===== config.mk =====
export PLATFORM = sky130hd
export DESIGN_NAME = plf_front_flat
export DESIGN_NICKNAME = d
export VERILOG_FILES = /design/src/rtl/plf_pkg.sv /design/src/rtl/plf_point_if.sv /design/src/rtl/plf_front.sv /design/src/flat_wrapper.sv
export SDC_FILE = /design/constraint.sdc
export NUM_CORES = 1
export LEC_CHECK = 0
export CAP_MARGIN = 10
export CORE_ASPECT_RATIO = 1.2
export CORE_MARGIN = 5
export CORE_UTILIZATION = 40
export DETAILED_ROUTE_END_ITERATION = 6
export DONT_BUFFER_PORTS = 1
export REMOVE_ABC_BUFFERS = 1
export SETUP_SLACK_MARGIN = 0.2
export SLEW_MARGIN = 20
export SYNTH_ARGS = -nofsm -noshare
export SYNTH_HDL_FRONTEND = slang
export SYNTH_SLANG_ARGS = --single-unit

===== constraint.sdc =====
create_clock -name clk -period 3.7 [get_ports clk]
set_input_delay 0.185 -clock clk [delete_from_list [all_inputs] [get_ports clk]]
set_output_delay 0.185 -clock clk [all_outputs]
set_load 0.01 [all_outputs]

===== src/rtl/plf_pkg.sv =====
`default_nettype none
// ----------------------------------------------------------------------------
// plf_pkg
// Shared constants and types of the 2D principal-axis line fitter.
// ----------------------------------------------------------------------------
package plf_pkg;

  localparam int MAX_POINTS_DEF = 1024;
  localparam int COORD_BITS_DEF = 24;
  localparam int QUEUE_DEPTH    = 4;

  localparam int EXT_BITS   = 23;
  localparam int EXT_RESET  = 65536;
  localparam int USED_BITS  = 11;
  localparam int DIR_BITS   = 16;
  localparam int DIR_FRAC   = 14;
  localparam int DIR_ONE    = 16384;
  localparam int NORM_LIMIT = 536870912;
  localparam int SQ_W       = 64;

  typedef enum logic {
    ITEM_POINT,
    ITEM_CLOSE
  } item_kind_t;

  typedef struct packed {
    logic       valid;
    item_kind_t kind;
  } q_ctl_t;

  typedef struct packed {
    logic busy;
    logic done;
  } unit_stat_t;

endpackage : plf_pkg
`default_nettype wire


===== src/rtl/plf_point_if.sv =====
`default_nettype none
// ----------------------------------------------------------------------------
// plf_point_if
// Point channel: one coordinate pair per item, with a group-close flag.
// ----------------------------------------------------------------------------
interface plf_point_if #(
  parameter int COORD_BITS = plf_pkg::COORD_BITS_DEF
);
  logic                         valid;
  logic                         ready;
  logic signed [COORD_BITS-1:0] point_x;
  logic signed [COORD_BITS-1:0] point_y;
  logic                         last_point;

  modport source (output valid, point_x, point_y, last_point, input ready);
  modport sink   (input valid, point_x, point_y, last_point, output ready);
endinterface : plf_point_if
`default_nettype wire


===== src/rtl/plf_front.sv =====
`default_nettype none
// ----------------------------------------------------------------------------
// plf_front
// Accepts points, tags group-closing items and queues them for the engine.
// ----------------------------------------------------------------------------
module plf_front #(
  parameter int COORD_BITS = plf_pkg::COORD_BITS_DEF,
  parameter int DEPTH      = plf_pkg::QUEUE_DEPTH
) (
  input  wire logic                         clk,
  input  wire logic                         rst,
  plf_point_if.sink                         points,
  output plf_pkg::q_ctl_t                   q_ctl,
  output logic signed [COORD_BITS-1:0]      q_x,
  output logic signed [COORD_BITS-1:0]      q_y,
  input  wire logic                         q_ready
);
  import plf_pkg::*;

  localparam int AW = (DEPTH > 1) ? $clog2(DEPTH) : 1;
  localparam int CW = $clog2(DEPTH + 1);

  logic signed [COORD_BITS-1:0] x_mem [DEPTH];
  logic signed [COORD_BITS-1:0] y_mem [DEPTH];
  item_kind_t                   k_mem [DEPTH];
  logic [AW-1:0]                wr_ptr;
  logic [AW-1:0]                rd_ptr;
  logic [CW-1:0]                count;
  logic                         push;
  logic                         pop;

  assign points.ready = (count != CW'(DEPTH));
  assign push         = points.valid && points.ready;
  assign pop          = q_ctl.valid && q_ready;

  assign q_ctl.valid = (count != '0);
  assign q_ctl.kind  = k_mem[rd_ptr];
  assign q_x         = x_mem[rd_ptr];
  assign q_y         = y_mem[rd_ptr];

  always_ff @(posedge clk) begin
    if (push) begin
      x_mem[wr_ptr] <= points.point_x;
      y_mem[wr_ptr] <= points.point_y;
      k_mem[wr_ptr] <= points.last_point ? ITEM_CLOSE : ITEM_POINT;
    end
  end

  always_ff @(posedge clk) begin
    if (rst) begin
      wr_ptr <= '0;
      rd_ptr <= '0;
      count  <= '0;
    end else begin
      if (push) begin
        wr_ptr <= (wr_ptr == AW'(DEPTH - 1)) ? '0 : wr_ptr + 1'b1;
      end
      if (pop) begin
        rd_ptr <= (rd_ptr == AW'(DEPTH - 1)) ? '0 : rd_ptr + 1'b1;
      end
      unique case ({push, pop})
        2'b10:   count <= count + 1'b1;
        2'b01:   count <= count - 1'b1;
        default: count <= count;
      endcase
    end
  end

`ifndef SYNTHESIS
  a_count_bound: assert property (@(posedge clk) disable iff (rst)
    count <= CW'(DEPTH)) else $error("queue count above depth");
  a_count_up: assert property (@(posedge clk) disable iff (rst)
    push && !pop |=> count == $past(count) + 1'b1) else $error("queue push lost");
  a_count_down: assert property (@(posedge clk) disable iff (rst)
    pop && !push |=> count == $past(count) - 1'b1) else $error("queue pop lost");
`endif

endmodule : plf_front
`default_nettype wire


===== src/flat_wrapper.sv =====
// flat-port wrapper written by rule: the top's interface ports become plain ports
module plf_front_flat import plf_pkg::*;
#(
  parameter int COORD_BITS = plf_pkg::COORD_BITS_DEF,
  parameter int DEPTH      = plf_pkg::QUEUE_DEPTH
)
  (clk, rst, q_ctl, q_x, q_y, q_ready, points_valid, points_point_x, points_point_y, points_last_point, points_ready);
  plf_point_if #(.COORD_BITS(COORD_BITS)) points_i ();
  input  wire logic clk;
  input  wire logic rst;
  output plf_pkg::q_ctl_t q_ctl;
  output logic signed [COORD_BITS-1:0] q_x;
  output logic signed [COORD_BITS-1:0] q_y;
  input  wire logic q_ready;
  input wire logic [$bits(points_i.valid)-1:0] points_valid;
  input wire logic [$bits(points_i.point_x)-1:0] points_point_x;
  input wire logic [$bits(points_i.point_y)-1:0] points_point_y;
  input wire logic [$bits(points_i.last_point)-1:0] points_last_point;
  output wire logic [$bits(points_i.ready)-1:0] points_ready;
  assign points_i.valid = points_valid;
  assign points_i.point_x = points_point_x;
  assign points_i.point_y = points_point_y;
  assign points_i.last_point = points_last_point;
  assign points_ready = points_i.ready;
  plf_front #(.COORD_BITS(COORD_BITS), .DEPTH(DEPTH)) u_core (.clk(clk), .rst(rst), .points(points_i), .q_ctl(q_ctl), .q_x(q_x), .q_y(q_y), .q_ready(q_ready));
endmodule

==> impl_results.md, run 1 <==
- CP startpoint kind: register
- Pre-CTS setup slack: 1.360 ns
- # clock sinks: 205
- DR iter-0 viols: 176
- Root Buffer: clkbuf_16
- #FFs+latches synth: 205
- Routed WL per cell: 20.69 um
- Cell row count: 55
- Longest Clk Path Bufs: 3
- All-Layer GR Usage: 0.1254
- Residual DRC: 0
- PnR worst setup slack: 1.252 ns
- Worst Max-Slew Pin Slew: 1.001 ns
- First-pass GRT wire length: 20880 um
- Peak supply drop: 0.3627 mV
- Via Count: 3204
- Slowest-stage cell, CP: dfxtp_2
- Synth cell types: 25
- Hold Vio Cnt, Final: 0
- PwrDens: 651.7 nW/um^2
- Design Area, Final: 9036 sq um
- Mapped Area: 7565 sq um
- Area Overhead vs Synth: 19.45%
- Worst hold path cell count: 3
- Register area share after synthesis: 0.8019
- Clk_lat worst skew: 0.48 ns
- Setup bufs post-CTS: 0
- Synth area leaders: edfxtp_1, mux4_2, dfxtp_1
- Area of the multi-input gates: 1384 sq um
- RSZ-0062 raised after global routing: no
- # setup viols final: 0
- Total power: 5.889 mW
- Worst Path Buf+Inv: 1
- Setup crit end kind: primary output
- Share of flip-flops with an asynchronous set or reset: 0
- CP max FO: 36
- H-Tree Depth: 1
- Relative slew slack: 0.3328
- WS Path Type: reg2out
- Final slew viol count: 0
- Max Clock Skew: 0.009632 ns
- Final min period: 2.448 ns
- Port Buffers: 0
- Post-placement cell count: 559
- Syn_area_per_cell: 24.56 sq um
- Period utilization: 0.6617
- Placed cell area: 7858 sq um
- Register clock-pin slew on the reported worst setup and hold paths: 0.06 ns
- Io pins: 104
- Routability cong.: 0.7350
- Status: finished clean
- Crit path max-delay family: flip-flops
- Crit path cell chain: buf_4 -> mux4_2
- Leakage: 2.865 nW
- Total CTS buffers: 20
- Final TNS setup: 0 ns
- Maxcap violations: 0
- Final non-filler cell total: 647
- Initial antenna violation count: 2
- DP HPWL: 8166 um
- Synth Warn #: 0
- Fmax: 0.4085 GHz
- Most frequent cell after synthesis: edfxtp_1
- Leading cell types by count after synthesis: edfxtp_1, mux4_2, dfxtp_1
- Ys flop type: edfxtp_1
- Largest net degree at the start of global routing: 50
- Worst Path Required: 3.51 ns
- Core area: 18720 sq um
- Synth top area share: 0.7780
- Share of cells above drive strength 1: 0.2436
- CTS tree: built
- Initial Util: 0.4041
- Fin Hold WS: 0.03608 ns
- WP data arrival: 2.26 ns
- Total Nets Final: 437
- Die Wd: 135.5 um
- Post_cts resized: 0
- Worst R2R Path Depth: 8
- Die area: 21770 sq um
- Chip height: 160.6 um
- Post-Synthesis Cells: 308
- Number of global-route vias before repair: 3598
- Worst path depth: 2
- Post-Route Utilization: 0.4828
- First-pass DRT Iterations: 4
- Worst min path class: in2reg
- Crit path largest cell delay: 0.99 ns
- Detail Route Antenna Nets: 0
- # fillers: 1546
- Largest area contributor in the synthesized netlist: edfxtp_1
- Sequential cell area: 6071 sq um
- Final wirelength: 13390 um
- Post-cts hold buffer count: 51
- GRT overflow: 0
- Via/cell ratio: 4.952
- EDFF count, synth: 196
-- registers in the layout, indices dropped and copies added (netlist names), named ones only --
name / flops
u_core.wr_ptr: 2
u_core.x_mem: 96
u_core.k_mem: 4
u_core.y_mem: 96
u_core.count: 3
u_core.rd_ptr: 2
-- worst register-to-register path, cell delays in order (launching register included) --
cell	delay, ns
dfxtp_1	0.37
or3b_1	0.51
nand2_2	0.17
ha_1	0.19
inv_1	0.06
fa_1	0.37
xor2_1	0.16
or3_1	0.33
a21oi_1	0.14
-- cell families (layout without fill, tap and decap cells) --
logic type | count (synthesis) | in the layout | share of synthesized area
buffers and inverters | 19 | 101 | 0.01522
flip-flops | 205 | 205 | 0.8019
other | 0 | 1 | 0
multiplexers | 51 | 51 | 0.1485
AND/OR/NAND/NOR | 17 | 17 | 0.01356
AO/OA/AOI/OAI | 7 | 7 | 0.005954
adder cells (fa/ha/maj) | 7 | 7 | 0.01257
XOR/XNOR | 2 | 2 | 0.002316
-- cell type report --
class / count / share of cell area
sequential: 205 / 0.6718
multi-input combinational: 84 / 0.1531
timing repair buffer: 60 / 0.06619
clock buffer: 30 / 0.06522
tap: 256 / 0.03545
clock inverter: 5 / 0.005400
inverter: 6 / 0.002492
antenna: 1 / 0.0002769
-- worst paths after layout --
kind / slack [ns] / startpoint / end
worst min register to register: 0.49 / u_core.rd_ptr[0]$_SDFFE_PP0P_ / register
worst max-delay path: 1.25 / register / q_y[23]
worst max register to register: 1.34 / u_core.count[2]$_SDFFE_PP0P_ / u_core.count[2]$_SDFFE_PP0P_
worst min-delay path: 0.04 / q_ready / register
-- metal layers --
layer,part of all wire,GRT usage
met4,0.020,0.03529
met2,0.52,0.2197
met3,0.072,0.04167
met1,0.39,0.1472
met5,0.00052,0
-- placed cells by master, fill, tap and decap left out, types with 2 or more instances in the layout --
cell type	Yosys	final
clkbuf_8	0	3
dfxtp_1	9	7
ha_1	6	6
xor2_1	2	2
inv_1	6	6
nor2_1	4	4
nand2b_1	2	2
dlygate4sd3_1	0	51
edfxtp_1	196	196
clkinv_2	0	3
clkbuf_1	0	6
clkbuf_16	0	21
buf_4	3	8
mux4_2	49	49
a21oi_1	3	3
and3_2	4	4
mux2i_1	2	2
or3_1	3	3
-- power by group --
| part | switching (mW) | internal, mW | leakage, nW | total, mW |
|---|---|---|---|---|
| registers | 0.122 | 2.79 | 1.87 | 2.92 |
| clock network | 0.780 | 1.17 | 0.315 | 1.95 |
| logic | 0.558 | 0.468 | 0.676 | 1.03 |
Note: power is estimated with default switching activity, not from simulation.
==> run 2: changes to the inputs <==
==> constraint.sdc (replaced) <==
create_clock -name clk -period 2.3 [get_ports clk]
set_input_delay 0.115 -clock clk [delete_from_list [all_inputs] [get_ports clk]]
set_output_delay 0.115 -clock clk [all_outputs]
set_load 0.01 [all_outputs]
==> run 2 against run 1 <==
Effect of this change: non-clock buffer count increased by 16; via count up 3.4%; clock skew rose by 0.015 ns; final area grew 2.3%; critical path depth up 6; flip-flop and latch count unchanged; combinational power is 86% higher; register-to-register slack got worse by 1.1 ns; routed wire length increased by 3.3%; critical endpoint is now u_core.count[2]$_SDFFE_PP0P_; highest routed layer is now met4.
==> impl_results.md, run 2 (synthesis gave the netlist of run 1 again) <==
- Routed WL per cell: 20.83 um (+0.67%)
- Io pins: 104 (unchanged)
- WP data arrival: 2.44 ns (+0.18 ns)
- Slowest-stage cell, CP: or3b_4
- H-Tree Depth: 1 (unchanged)
- Leading cell type in the layout, fill and taps excluded: edfxtp_1
- Status: finished clean
- Cell row count: 55 (unchanged)
- First-pass GRT wire length: 20960 um (+0.36%)
- PnR worst setup slack: 0.2657 ns (-0.9860 ns)
- Worst R2R Path Depth: 8 (unchanged)
- Number of global-route vias before repair: 3602 (+0.11%)
- R2R Path Start: u_core.count[0]$_SDFFE_PP0P_
- All-Layer GR Usage: 0.1258 (+0.0004703)
- Period utilization: 0.8845
- Leakage: 2.944 nW (+2.8%)
- Most frequent cells in the layout: edfxtp_1, dlygate4sd3_1, mux4_2
- Fin Hold WS: 0.1626 ns (+0.1265 ns)
- Metal2 WL: 7391 um (+6.6%)
- Detail Route Antenna Nets: 0 (unchanged)
- Via/cell ratio: 4.989 (+0.75%)
- Area Overhead vs Synth: 22.25%
- Internal: 7.096 mW (+60%)
- # setup viols final: 0 (unchanged)
- Via Count: 3313 (+3.4%)
- Critical path endpoint: u_core.count[2]$_SDFFE_PP0P_
- Flop pwr share: 0.486 (-0.009)
- Worst Path Buf+Inv: 1 (unchanged)
- CTS tree: built
- P_sw: 2.410 mW (+65%)
- Crit path largest cell delay: 0.42 ns (-0.57 ns)
- Total CTS buffers: 21 (+5.0%)
- WS Path Type: reg2reg
- Residual DRC: 0 (unchanged)
- DR iter-0 viols: 171 (-2.8%)
- Setup crit end kind: register
- Area of the multi-input gates: 1406 sq um (+1.6%)
- PwrDens: 1028 nW/um^2 (+58%)
- RSZ-0062 raised after global routing: no
- First-pass DRT Iterations: 4 (unchanged)
- Crit path max-delay family: simple AND/OR/NAND/NOR gates
- Hold Vio Cnt, Final: 0 (unchanged)
- Crit path from: u_core.count[0]$_SDFFE_PP0P_
- Post-Route M1 WL: 5330 um (+2.1%)
- Final slew viol count: 0 (unchanged)
- Crit path cell chain: or3b_4 -> nand2_4 -> ha_4 -> inv_1 -> fa_2 -> xor2_1 -> or3_1 -> a21oi_1
- Worst Max-Slew Pin Slew: 0.5555 ns (-0.4453 ns)
- DP HPWL: 8541 um (+4.6%)
- Clk pwr share: 0.311 (-0.020)
- Register clock-pin slew on the reported worst setup and hold paths: 0.06 ns (about the same)
- Worst Path Required: 2.70 ns (-0.81 ns)
- Routability cong.: 0.7261 (-1.2%)
- Peak supply drop: 0.6466 mV (+78%)
- Share of cells above drive strength 1: 0.2604 (+0.01685)
- Met3 WL post-DR: 910 um (-5.1%)
- GRT overflow: 0 (unchanged)
- Fmax: 0.4916 GHz
- Longest Clk Path Bufs: 3 (unchanged)
- Maxcap violations: 0 (unchanged)
- Final wirelength: 13830 um (+3.3%)
- Logic pwr share: 0.202 (+0.028)
- Initial antenna violation count: 1 (-1)
- Total Nets Final: 454 (+3.9%)
- Sequential cell area: 6073 sq um (about the same)
- Relative slew slack: 0.6297 (+0.2969)
- CP startpoint kind: register
- Worst path depth: 8 (+6)
- Port Buffers: 0 (unchanged)
- CP max FO: 5 (-86%)
- Top layer in use: met4
- FF-to-FF End: u_core.count[2]$_SDFFE_PP0P_
- Post-placement cell count: 565 (+1.1%)
- Clk_lat worst skew: 0.50 ns (+0.02 ns)
- Worst min path class: in2reg
- Setup slack, reg-to-reg: 0.27 ns (-1.07 ns)
- # fillers: 1563 (+1.1%)
- Die area: 21770 sq um (unchanged)
- Root Buffer: clkbuf_16
- Pre-CTS setup slack: 0.08938 ns (-1.271 ns)
- Final non-filler cell total: 664 (+2.6%)
- Final min period: 2.034 ns
- Die Wd: 135.5 um (unchanged)
- Largest registers: u_core.x_mem (96), u_core.y_mem (96), u_core.k_mem (4)
- Max Clock Skew: 0.02490 ns (+0.01527 ns)
- Chip height: 160.6 um (unchanged)
- Core area: 18720 sq um (unchanged)
- Switching Fraction: 0.2535 (+0.005539)
- Largest net degree at the start of global routing: 36 (-28%)
- # clock sinks: 205 (unchanged)
- Initial Util: 0.4041 (unchanged)
## run 2: cell count changes in the layout (fill, tap and decap cells not counted), moves of 3 or more
cell and change:
dlygate4sd3_1 +7, buf_12 +9, clkinv_1 +4, clkbuf_8 -3
## run 2: worst min-delay path by stage
stage | slack (ns) | cells after the start | to | from
global placement | 0.19 | 1 | u_core.count[1]$_SDFFE_PP0P_ | rst
finish | 0.16 | 5 | u_core.count[1]$_SDFFE_PP0P_ | q_ready
CTS | -0.33 | 1 | u_core.count[2]$_SDFFE_PP0P_ | rst
detailed placement | 0.19 | 1 | register | rst
floorplan | 0.18 | 1 | u_core.count[2]$_SDFFE_PP0P_ | rst
global route | 0.17 | 1 | u_core.y_mem[2][3]$_DFFE_PP_ | points_valid
## run 2: power groups by stage
stage	registers, mW	clock network (mW)	logic (mW)
detailed placement	4.75	0	1.72
finish	4.62	2.96	1.92
global placement	4.73	0	1.71
global route	4.65	3.24	2.09
CTS	4.63	3.06	1.98
floorplan	4.80	0	1.12
## run 2: cell type report
class | instances | share of cell area
Clock buffer | 27 | 0.05926
Timing Repair Buffer | 76 | 0.08957
Sequential cell | 205 | 0.6567
Tap cell | 256 | 0.03464
Multi-Input combinational cell | 84 | 0.1521
Inverter | 6 | 0.002435
Clock inverter | 9 | 0.005006
Antenna cell | 1 | 0.0002706
## run 2: repair_timing
| action | 4_1_cts | 5_1_grt |
|---|---|---|
| gates resized for setup | 5 | 2 |
| endpoints found under the hold margin | 205 | 2 |
| hold buffers | 57 | 1 |
| endpoints found under the setup margin | 21 | 1 |
| buffers inserted | 3 | 1 |
| pin swaps | 0 | 2 |
## run 2: through the flow
| step | TNS (ns) | total power [mW] | utilization | instance area, sq um |
|---|---|---|---|---|
| detailed placement | 0 | 6.477 | 0.4282 | 8015 |
| CTS | 0 | 9.667 | 0.4926 | 9220 |
| global placement | 0 | 6.440 | 0.4282 | 8015 |
| finish | 0 | 9.506 | 0.4941 | 9248 |
| global route | 0 | 9.975 | 0.4939 | 9245 |
| floorplan | -30.80 | 5.928 | - | 7472 |
## run 2: routing by layer
layer / vias to the layer above / track usage
li1: 1474 / -
met1: 1736 / 0.1495
met2: 86 / 0.2210
met3: 17 / 0.03728
met4: 0 / 0.03712
met5: - / 0
## run 2: worst reg2reg max path: stages (launching register included)
cell and delay [ns]:
dfxtp_2 0.34, or3b_4 0.42, nand2_4 0.08, ha_4 0.14, inv_1 0.06, fa_2 0.34, xor2_1 0.15, or3_1 0.31
a21oi_1 0.13
